<file path="src/rtl/core/kmpq_pkg.sv">
// Types, codes and constants shared by the keyed max priority queue.
package kmpq_pkg;

    localparam int DEPTH      = 32;
    localparam int IDX_W      = $clog2(DEPTH);
    localparam int RESULT_CAP = 32;
    localparam int EMIT_W     = $clog2(RESULT_CAP);
    localparam int CNT_W      = 6;
    localparam int ADDR_W     = 3;

    localparam logic [1:0] OP_PUSH    = 2'd0;
    localparam logic [1:0] OP_POP_TOP = 2'd1;
    localparam logic [1:0] OP_POP_KEY = 2'd2;
    localparam logic [1:0] OP_SWEEP   = 2'd3;

    localparam logic [2:0] ST_INSERTED  = 3'd0;
    localparam logic [2:0] ST_RAISED    = 3'd1;
    localparam logic [2:0] ST_DISCARDED = 3'd2;
    localparam logic [2:0] ST_FULL      = 3'd3;
    localparam logic [2:0] ST_REMOVED   = 3'd4;
    localparam logic [2:0] ST_NOT_FOUND = 3'd5;
    localparam logic [2:0] ST_EXPIRED   = 3'd6;

    localparam logic REG_EXPIRE_LIMIT = 1'b0;

    typedef struct packed {
        logic [1:0]  operation;
        logic [7:0]  entry_key;
        logic [15:0] priority_req;
        logic [15:0] event_tag;
        logic [31:0] now_seconds;
    } t_in_word;

    typedef struct packed {
        logic [2:0]  status;
        logic [7:0]  result_key;
        logic [15:0] result_priority;
        logic [15:0] result_tag;
        logic [5:0]  entry_count;
        logic        top_valid;
        logic [7:0]  top_key;
        logic        last;
    } t_out_word;

    typedef struct packed {
        logic [7:0]  key;
        logic [15:0] prio;
        logic [15:0] tag;
        logic [31:0] birth;
        logic [31:0] order;
    } t_slot;

    localparam int SLOT_W = $bits(t_slot);

    typedef enum logic [2:0] {
        S_IDLE,
        S_SCAN,
        S_DRAIN,
        S_ACT,
        S_EMIT
    } t_state;

    typedef struct packed {
        logic latch_in;
        logic scan_clr;
        logic scan_rd;
        logic act;
        logic emit_load;
    } t_cmd;

    typedef struct packed {
        logic scan_end;
        logic out_free;
        logic last;
    } t_sts;

endpackage

</file>
<file path="src/rtl/core/kmpq_ram.sv">
// Generic single-write, single-read RAM with registered read data.
module kmpq_ram #(
    parameter int WIDTH = 8,
    parameter int DEPTH = 32
) (
    input  logic                     i_clk,
    input  logic                     i_we,
    input  logic [$clog2(DEPTH)-1:0] i_waddr,
    input  logic [WIDTH-1:0]         i_wdata,
    input  logic                     i_re,
    input  logic [$clog2(DEPTH)-1:0] i_raddr,
    output logic [WIDTH-1:0]         o_rdata
);

    logic [WIDTH-1:0] r_mem [DEPTH];
    logic [WIDTH-1:0] r_rdata;

    always_ff @(posedge i_clk) begin
        if (i_we) begin
            r_mem[i_waddr] <= i_wdata;
        end
        if (i_re) begin
            r_rdata <= r_mem[i_raddr];
        end
    end

    assign o_rdata = r_rdata;

endmodule

</file>
<file path="src/rtl/core/kmpq_dp.sv">
// Datapath: slot store, scan compare, update decision and result register.
module kmpq_dp (
    input  logic                i_clk,
    input  logic                i_rst_n,
    input  kmpq_pkg::t_in_word  i_in_word,
    input  logic [15:0]         i_limit,
    input  kmpq_pkg::t_cmd      i_cmd,
    output kmpq_pkg::t_sts      o_sts,
    output logic                o_out_valid,
    input  logic                i_out_ready,
    output kmpq_pkg::t_out_word o_out_word
);

    localparam int IW = kmpq_pkg::IDX_W;

    kmpq_pkg::t_in_word  r_in;
    logic [kmpq_pkg::DEPTH-1:0] r_valid;
    logic [kmpq_pkg::CNT_W-1:0] r_count;
    logic [31:0]         r_order;
    logic [IW-1:0]       r_idx;
    logic                r_rd_vld;
    logic [IW-1:0]       r_rd_idx;

    logic                r_hit;
    logic [IW-1:0]       r_hit_idx;
    kmpq_pkg::t_slot     r_hit_slot;
    logic                r_free_vld;
    logic [IW-1:0]       r_free_idx;
    logic                r_top_vld;
    logic [IW-1:0]       r_top_idx;
    kmpq_pkg::t_slot     r_top_slot;
    logic                r_exp_vld;
    logic [IW-1:0]       r_exp_idx;
    kmpq_pkg::t_slot     r_exp_slot;

    logic [2:0]          r_res_status;
    logic [7:0]          r_res_key;
    logic [15:0]         r_res_pri;
    logic [15:0]         r_res_tag;
    logic [kmpq_pkg::EMIT_W-1:0] r_emit_n;

    logic                r_out_valid;
    kmpq_pkg::t_out_word r_out_word;

    logic [kmpq_pkg::SLOT_W-1:0] ram_rdata;
    kmpq_pkg::t_slot     q;
    logic                q_v;
    logic [31:0]         age;
    logic                take_hit, take_free, take_top, take_exp;

    logic                n_we;
    logic [IW-1:0]       n_waddr;
    kmpq_pkg::t_slot     n_wslot;
    logic                n_set_v, n_clr_v;
    logic [IW-1:0]       n_vaddr;
    logic                n_inc, n_dec;
    logic [2:0]          n_status;
    logic [7:0]          n_key;
    logic [15:0]         n_pri, n_tag;

    kmpq_ram #(
        .WIDTH (kmpq_pkg::SLOT_W),
        .DEPTH (kmpq_pkg::DEPTH)
    ) u_ram (
        .i_clk   (i_clk),
        .i_we    (n_we),
        .i_waddr (n_waddr),
        .i_wdata (n_wslot),
        .i_re    (i_cmd.scan_rd),
        .i_raddr (r_idx),
        .o_rdata (ram_rdata)
    );

    // Scan compare on the word read back in the cycle after its address.
    always_comb begin
        q    = kmpq_pkg::t_slot'(ram_rdata);
        q_v  = r_rd_vld && r_valid[r_rd_idx];
        age  = r_in.now_seconds - q.birth;
        take_hit  = q_v && !r_hit && (q.key == r_in.entry_key);
        take_free = r_rd_vld && !r_valid[r_rd_idx] && !r_free_vld;
        take_top  = q_v && (!r_top_vld || (q.prio > r_top_slot.prio) ||
                    ((q.prio == r_top_slot.prio) && (q.order > r_top_slot.order)));
        take_exp  = q_v && (i_limit != 16'd0) && (age >= {16'd0, i_limit}) &&
                    (!r_exp_vld || (q.prio < r_exp_slot.prio) ||
                    ((q.prio == r_exp_slot.prio) && (q.order < r_exp_slot.order)));
    end

    // Update decision from the most recent scan of an item.
    always_comb begin
        n_we     = 1'b0;
        n_waddr  = r_hit_idx;
        n_wslot  = r_hit_slot;
        n_set_v  = 1'b0;
        n_clr_v  = 1'b0;
        n_vaddr  = r_hit_idx;
        n_inc    = 1'b0;
        n_dec    = 1'b0;
        n_status = kmpq_pkg::ST_NOT_FOUND;
        n_key    = 8'd0;
        n_pri    = 16'd0;
        n_tag    = 16'd0;
        case (r_in.operation)
            kmpq_pkg::OP_PUSH: begin
                n_key = r_in.entry_key;
                if (r_hit) begin
                    if (r_in.priority_req > r_hit_slot.prio) begin
                        n_status      = kmpq_pkg::ST_RAISED;
                        n_we          = i_cmd.act;
                        n_wslot.prio  = r_in.priority_req;
                        n_wslot.tag   = r_in.event_tag;
                        n_wslot.order = r_order;
                        n_inc         = 1'b1;
                    end else begin
                        n_status = kmpq_pkg::ST_DISCARDED;
                    end
                end else if ((32'(r_count) >= kmpq_pkg::DEPTH) || !r_free_vld) begin
                    n_status = kmpq_pkg::ST_FULL;
                end else begin
                    n_status = kmpq_pkg::ST_INSERTED;
                    n_we     = i_cmd.act;
                    n_waddr  = r_free_idx;
                    n_wslot  = '{key: r_in.entry_key, prio: r_in.priority_req,
                                 tag: r_in.event_tag, birth: r_in.now_seconds,
                                 order: r_order};
                    n_set_v  = 1'b1;
                    n_vaddr  = r_free_idx;
                    n_inc    = 1'b1;
                end
            end
            kmpq_pkg::OP_POP_TOP: begin
                if (r_top_vld) begin
                    n_status = kmpq_pkg::ST_REMOVED;
                    n_key    = r_top_slot.key;
                    n_pri    = r_top_slot.prio;
                    n_tag    = r_top_slot.tag;
                    n_clr_v  = 1'b1;
                    n_vaddr  = r_top_idx;
                    n_dec    = 1'b1;
                end
            end
            kmpq_pkg::OP_POP_KEY: begin
                n_key = r_in.entry_key;
                if (r_hit) begin
                    n_status = kmpq_pkg::ST_REMOVED;
                    n_pri    = r_hit_slot.prio;
                    n_tag    = r_hit_slot.tag;
                    n_clr_v  = 1'b1;
                    n_vaddr  = r_hit_idx;
                    n_dec    = 1'b1;
                end
            end
            kmpq_pkg::OP_SWEEP: begin
                if (r_exp_vld) begin
                    n_status = kmpq_pkg::ST_EXPIRED;
                    n_key    = r_exp_slot.key;
                    n_pri    = r_exp_slot.prio;
                    n_tag    = r_exp_slot.tag;
                    n_clr_v  = 1'b1;
                    n_vaddr  = r_exp_idx;
                    n_dec    = 1'b1;
                end
            end
            default: begin
                n_status = kmpq_pkg::ST_NOT_FOUND;
            end
        endcase
    end

    always_ff @(posedge i_clk) begin
        if (!i_rst_n) begin
            r_valid     <= '0;
            r_count     <= '0;
            r_order     <= '0;
            r_idx       <= '0;
            r_rd_vld    <= 1'b0;
            r_hit       <= 1'b0;
            r_free_vld  <= 1'b0;
            r_top_vld   <= 1'b0;
            r_exp_vld   <= 1'b0;
            r_emit_n    <= '0;
            r_out_valid <= 1'b0;
        end else begin
            r_rd_vld <= i_cmd.scan_rd;
            if (i_cmd.scan_rd) begin
                r_idx    <= r_idx + 1'b1;
                r_rd_idx <= r_idx;
            end
            if (i_cmd.scan_clr) begin
                r_idx      <= '0;
                r_hit      <= 1'b0;
                r_free_vld <= 1'b0;
                r_top_vld  <= 1'b0;
                r_exp_vld  <= 1'b0;
            end else begin
                if (take_hit) begin
                    r_hit      <= 1'b1;
                    r_hit_idx  <= r_rd_idx;
                    r_hit_slot <= q;
                end
                if (take_free) begin
                    r_free_vld <= 1'b1;
                    r_free_idx <= r_rd_idx;
                end
                if (take_top) begin
                    r_top_vld  <= 1'b1;
                    r_top_idx  <= r_rd_idx;
                    r_top_slot <= q;
                end
                if (take_exp) begin
                    r_exp_vld  <= 1'b1;
                    r_exp_idx  <= r_rd_idx;
                    r_exp_slot <= q;
                end
            end
            if (i_cmd.latch_in) begin
                r_in     <= i_in_word;
                r_emit_n <= '0;
            end
            if (i_cmd.act) begin
                r_res_status <= n_status;
                r_res_key    <= n_key;
                r_res_pri    <= n_pri;
                r_res_tag    <= n_tag;
                if (n_set_v) begin
                    r_valid[n_vaddr] <= 1'b1;
                end
                if (n_clr_v) begin
                    r_valid[n_vaddr] <= 1'b0;
                end
                if (n_inc && (n_status == kmpq_pkg::ST_INSERTED)) begin
                    r_count <= r_count + 1'b1;
                end
                if (n_dec) begin
                    r_count <= r_count - 1'b1;
                end
                if (n_inc) begin
                    r_order <= r_order + 32'd1;
                end
            end
            if (i_cmd.emit_load) begin
                r_out_valid <= 1'b1;
                r_emit_n    <= r_emit_n + 1'b1;
            end else if (i_out_ready) begin
                r_out_valid <= 1'b0;
            end
        end
    end

    always_ff @(posedge i_clk) begin
        if (i_cmd.emit_load) begin
            r_out_word <= '{status: r_res_status, result_key: r_res_key,
                            result_priority: r_res_pri, result_tag: r_res_tag,
                            entry_count: r_count, top_valid: r_top_vld,
                            top_key: r_top_vld ? r_top_slot.key : 8'd0,
                            last: o_sts.last};
        end
    end

    // A sweep keeps going while the rescan still finds an expired entry, up to RESULT_CAP result words.
    always_comb begin
        o_sts.scan_end = i_cmd.scan_rd && (r_idx == IW'(kmpq_pkg::DEPTH - 1));
        o_sts.out_free = !r_out_valid || i_out_ready;
        o_sts.last     = (r_in.operation != kmpq_pkg::OP_SWEEP) ||
                         (r_res_status != kmpq_pkg::ST_EXPIRED) || !r_exp_vld ||
                         (r_emit_n == kmpq_pkg::EMIT_W'(kmpq_pkg::RESULT_CAP - 1));
    end

    assign o_out_valid = r_out_valid;
    assign o_out_word  = r_out_word;

endmodule

</file>
<file path="src/rtl/core/kmpq_ctrl.sv">
// Controller: sequences scan, update, rescan and result hand-off.
module kmpq_ctrl (
    input  logic           i_clk,
    input  logic           i_rst_n,
    input  logic           i_in_valid,
    output logic           o_in_ready,
    input  kmpq_pkg::t_sts i_sts,
    output kmpq_pkg::t_cmd o_cmd
);

    kmpq_pkg::t_state r_state, n_state;
    logic             r_acted;

    always_comb begin
        n_state = r_state;
        case (r_state)
            kmpq_pkg::S_IDLE:  if (i_in_valid) n_state = kmpq_pkg::S_SCAN;
            kmpq_pkg::S_SCAN:  if (i_sts.scan_end) n_state = kmpq_pkg::S_DRAIN;
            kmpq_pkg::S_DRAIN: n_state = r_acted ? kmpq_pkg::S_EMIT : kmpq_pkg::S_ACT;
            kmpq_pkg::S_ACT:   n_state = kmpq_pkg::S_SCAN;
            kmpq_pkg::S_EMIT: begin
                if (i_sts.out_free) begin
                    n_state = i_sts.last ? kmpq_pkg::S_IDLE : kmpq_pkg::S_ACT;
                end
            end
            default: n_state = kmpq_pkg::S_IDLE;
        endcase
    end

    always_comb begin
        o_cmd      = '0;
        o_in_ready = 1'b0;
        case (r_state)
            kmpq_pkg::S_IDLE: begin
                o_in_ready     = 1'b1;
                o_cmd.latch_in = i_in_valid;
                o_cmd.scan_clr = i_in_valid;
            end
            kmpq_pkg::S_SCAN: o_cmd.scan_rd = 1'b1;
            kmpq_pkg::S_ACT: begin
                o_cmd.act      = 1'b1;
                o_cmd.scan_clr = 1'b1;
            end
            kmpq_pkg::S_EMIT: o_cmd.emit_load = i_sts.out_free;
            default: o_cmd = '0;
        endcase
    end

    always_ff @(posedge i_clk) begin
        if (!i_rst_n) begin
            r_state <= kmpq_pkg::S_IDLE;
            r_acted <= 1'b0;
        end else begin
            r_state <= n_state;
            if (o_cmd.latch_in) begin
                r_acted <= 1'b0;
            end else if (o_cmd.act) begin
                r_acted <= 1'b1;
            end
        end
    end

endmodule

</file>
<file path="src/rtl/core/keyed_max_priority_queue.sv">
// Top level of the keyed max priority queue: config register and core.
//
// Input channel i_in_valid / o_in_ready carries one command word: push,
// pop highest, pop by key or expiry sweep. Output channel o_out_valid /
// i_out_ready returns result words; last marks the final word of a command.
// The APB port holds expire_limit_seconds at byte address 0; pready is tied
// high and writes take effect on the access cycle.
//
// Each command is handled by one pass over the slot RAM (one slot per
// cycle), an update step, a second pass that finds the new top entry,
// and a hand-off. Each further word of a sweep takes another update step
// and pass. The single RAM read port is the pace-setter. A new command is
// accepted only when the previous one has handed off its last word; the
// output register keeps that word until it is taken.
//
// Reset clears the slot valid bits, counters and the limit.
// When the receiver stalls, the result word holds and the sequencer waits
// in its hand-off state; nothing is lost or repeated.
module keyed_max_priority_queue (
    input  logic                          i_clk,
    input  logic                          i_rst_n,
    input  logic                          i_in_valid,
    output logic                          o_in_ready,
    input  kmpq_pkg::t_in_word            i_in_word,
    output logic                          o_out_valid,
    input  logic                          i_out_ready,
    output kmpq_pkg::t_out_word           o_out_word,
    input  logic                          psel,
    input  logic                          penable,
    input  logic                          pwrite,
    input  logic [kmpq_pkg::ADDR_W-1:0]   paddr,
    input  logic [31:0]                   pwdata,
    output logic [31:0]                   prdata,
    output logic                          pready
);

    logic [15:0]    r_limit;
    kmpq_pkg::t_cmd cmd;
    kmpq_pkg::t_sts sts;

    // Register index is the word address bit.
    always_ff @(posedge i_clk) begin
        if (!i_rst_n) begin
            r_limit <= 16'd0;
        end else begin
            if (psel && penable && pwrite && (paddr[2] == kmpq_pkg::REG_EXPIRE_LIMIT)) begin
                r_limit <= pwdata[15:0];
            end
        end
    end

    assign pready = 1'b1;
    assign prdata = (paddr[2] == kmpq_pkg::REG_EXPIRE_LIMIT) ? {16'd0, r_limit} : 32'd0;

    kmpq_ctrl u_ctrl (
        .i_clk      (i_clk),
        .i_rst_n    (i_rst_n),
        .i_in_valid (i_in_valid),
        .o_in_ready (o_in_ready),
        .i_sts      (sts),
        .o_cmd      (cmd)
    );

    kmpq_dp u_dp (
        .i_clk       (i_clk),
        .i_rst_n     (i_rst_n),
        .i_in_word   (i_in_word),
        .i_limit     (r_limit),
        .i_cmd       (cmd),
        .o_sts       (sts),
        .o_out_valid (o_out_valid),
        .i_out_ready (i_out_ready),
        .o_out_word  (o_out_word)
    );

endmodule

</file>
<file path="config.mk">
export PLATFORM = sky130hd
export DESIGN_NAME = keyed_max_priority_queue
export DESIGN_NICKNAME = d
export VERILOG_FILES = /design/src/rtl/core/kmpq_pkg.sv /design/src/rtl/core/kmpq_ram.sv /design/src/rtl/core/kmpq_dp.sv /design/src/rtl/core/kmpq_ctrl.sv /design/src/rtl/core/keyed_max_priority_queue.sv
export SDC_FILE = /design/constraint.sdc
export NUM_CORES = 2
export LEC_CHECK = 0
export ABC_AREA = 0
export BUFFER_PORTS_ARGS = -buffer_cell sky130_fd_sc_hd__buf_4
export CAP_MARGIN = 20
export CORE_ASPECT_RATIO = 1.4
export CORE_UTILIZATION = 63
export DETAILED_ROUTE_END_ITERATION = 12
export GPL_TIMING_DRIVEN = 0
export PLACE_DENSITY_LB_ADDON = 0.05
export RECOVER_POWER = 25
export SYNTH_ARGS = -nofsm -noshare
export SYNTH_HDL_FRONTEND = slang
export SYNTH_SLANG_ARGS = --single-unit
</file>
<file path="constraint.sdc">
create_clock -name i_clk -period 20.4 [get_ports i_clk]
set_input_delay 4.08 -clock i_clk [delete_from_list [all_inputs] [get_ports i_clk]]
set_output_delay 4.08 -clock i_clk [all_outputs]
set_load 0.01 [all_outputs]
</file>
==> flow_metrics.tcl <==
set metrics [dict create \
    combPwrFrac_pct 14.5 \
    syn_area_um2 155000 \
    clock_skew_ns 0.0418 \
    clockBufferDepth 4 \
    rows 215 \
    synth.distinct_cells 80 \
    critical_path_arrival_ns 4.97 \
    relSlewSlack_pct -89.7 \
    setup_viol_count_final 0 \
    grt_max_degree 38 \
    dieArea_um2 248000 \
    cp-end-kind "primary output" \
    finalHoldViolCount 0 \
    grt_usage_pct 35.2 \
    power_w 0.0188 \
    cts_buffers 363 \
    maxSlewViolCount 200 \
    avgSynthCellArea_um2 21.7 \
    drt_iter0_drc 10865 \
    synth_edf_count 3881 \
    post-place-ws_ns 11.36 \
    clkTransAtPathRegs_ns 0.06 \
    cts_root_buf "clkbuf_16" \
    status "finished with violations" \
    stdcell_count 11765 \
    sw_frac_of_total_pct 24.3 \
    hpwl_mm 298 \
    synth_seq_area_share_pct 76.5 \
    dr.pass1.iters 5 \
    remaining_drc_errors 0 \
    ant_nets 0 \
    p_leak_nw 57.2 \
    seqPwrFrac_pct 49.5 \
    via_per_inst 6.83 \
    cts_tree "built" \
    max_slew.worst_pin.slew_ns 2.82 \
    postCtsSetupBuffers 0 \
    htreeDepth 5 \
    hold_class "flop to flop" \
    postCtsResizedCells 0 \
    cts_hold_buffers 0 \
    synth_area_leaders "edfxtp_1 (75%), mux4_2 (15%), dfxtp_1 (1.4%)" \
    clock_insertion_delay_worst_skew_ns 0.91 \
    routabilityCongestion 0.867 \
    intPower_w 0.0142 \
    routed_wl_mm 434 \
    ir_worst_vdd_uv 91.4 \
    n_fill_cell 13891 \
    period_share_pct 44.3 \
    layout_common_cells "edfxtp_1 (3881), mux4_2 (1050), clkbuf_16 (372), clkbuf_1 (340), nand2_1 (337)" \
    die_y_um 589 \
    fin_nets 8489 \
    maxCapViolCount 11 \
    io_pins 210 \
    p_sw_w 0.00457 \
    period_needed_ns 9.05 \
    synth_ff_type "edfxtp_1" \
    grt_pass1_vias 81319 \
    synth.largest_area_cell "edfxtp_1" \
    dp_cells 11073 \
    yosys_warnings 0 \
    ys_ff_latch 3987 \
    async_flop_share_pct 0 \
    rsz0062_at_grt "false" \
    cp_data_required_time_ns 16.32 \
    drive_gt1_share_pct 28.8 \
    core_um2 245000 \
    fmax_ghz 0.111 \
    post-synth-top-area-fraction_pct 75.1 \
    seqCellArea_um2 119000 \
    crit_fanout 10 \
    start_util_pct 63.4 \
    clkPwrFrac_pct 36.0 \
    violations "max-capacitance violations, max-slew violations" \
    startpoint_type "input port" \
    path_class "input port to primary output" \
    io_buffers 173 \
    area_growth_pct 15.8 \
    worst_slack_ns 11.35 \
    grt_pass1_wl_mm 603 \
    syn_inst 7143 \
    vias 80366 \
    wl_per_cell_um 36.9 \
    p_per_area_nw_per_um2 104 \
    cts.sink_count 3987 \
    layout_commonest_cell "edfxtp_1" \
    multi_input_area_um2 34800 \
    overflow 0 \
    fp.dieW_um 421 \
    antenna_found_initial 26 \
]
## power by group through the flow
| stage | clock network, W | registers (W) | logic (W) |
|---|---|---|---|
| after CTS | 0.00680 | 0.00927 | 0.00274 |
| after detailed placement | 0 | 0.00944 | 0.00273 |
| after global routing | 0.00709 | 0.00928 | 0.00286 |
| after floorplan | 0 | 0.00941 | 0.00169 |
| after global placement | 0 | 0.00949 | 0.00251 |
| final | 0.00676 | 0.00928 | 0.00272 |
## path summary, 6_finish.rpt
kind,startpoint,endpoint,cells past startpoint,slack (ns)
max,paddr[2],prdata[14],4,11.35
min,u_dp.r_res_tag[9]$_DFFE_PP_,u_dp.o_out_word[25]$_DFFE_PP_,0,0.42
max reg2reg,u_dp.r_hit_slot[87]$_DFFE_PP_,u_dp.u_ram.r_mem[24][40]$_DFFE_PP_,17,13.09
min reg2reg,u_dp.r_res_tag[9]$_DFFE_PP_,u_dp.o_out_word[25]$_DFFE_PP_,0,0.42
## Yosys cell counts (all sizes together) (8+ instances only)
| cell type | n |
|---|---|
| buf | 95 |
| o221a | 8 |
| edfxtp | 3881 |
| nor2b | 12 |
| a211oi | 11 |
| nand4 | 44 |
| nor4 | 19 |
| nand2b | 24 |
| dfxtp | 106 |
| ha | 167 |
| nand2 | 337 |
| o21ai | 97 |
| inv | 177 |
| mux2 | 154 |
| clkbuf | 248 |
| and2 | 14 |
| a21oi | 145 |
| o21a | 15 |
| and3 | 16 |
| xor2 | 13 |
| nand3 | 40 |
| or3 | 12 |
| mux4 | 1050 |
| a22oi | 43 |
| mux2i | 22 |
| nor3 | 34 |
| a21o | 49 |
| nor2 | 168 |
| xnor2 | 40 |
## worst max-delay path, stage by stage
cell and delay, ns:
clkbuf_1 0.27, clkbuf_1 0.37, nor2_1 0.09, buf_4 0.16
## logic make-up (layout without fill, tap and decap cells)
logic type	count (synthesis)	count (layout)	share of synthesized area (%)
simple gates	753	753	2.23
flops	3987	3987	76.5
compound gates	432	432	1.76
fa+ha+maj	169	169	1.37
buf+inv	521	1850	1.34
other cells	2	40	0.00484
mux	1226	1226	16.5
xor+xnor	53	53	0.299
## state kept, by name, indices dropped and copies added (netlist names), 59 cells and up
name and cells:
u_dp.r_hit_slot 104, u_dp.r_in 74, u_dp.u_ram.r_mem 3328, u_dp.u_ram.o_rdata 104
u_dp.r_top_slot 72, u_dp.r_exp_slot 72, u_dp.o_out_word 59
## metal layers
metal,wire (µm),global-route usage [%],vias to the layer above
li1,-,-,31812
met4,24000,17.2,10
met2,222000,59.8,5009
met1,146000,43.6,42448
met5,69,0,-
met3,41800,7.00,1087
## stage by stage
stage	hold WS, ns	instance area (µm²)	setup TNS, ns	util (%)
final	0.417	180000	0	73.4
after global routing	0.423	180000	0	73.4
after detailed placement	0.405	168000	0	68.6
after global placement	0.401	161000	-8567.87	65.6
after CTS	0.405	180000	0	73.3
after floorplan	0.400	155000	0	-
## layout make-up
cell class / count / share of cell area [%]
inverters: 178 / 0.372
multi-input cells: 2650 / 19.4
clock inverters: 194 / 1.02
diodes: 23 / 0.0320
well taps: 3255 / 2.27
flip-flops and latches: 3987 / 66.1
plain buffers: 343 / 0.787
clock buffers: 454 / 5.40
repair buffers: 681 / 4.69
(Power assumes the default switching activity.)
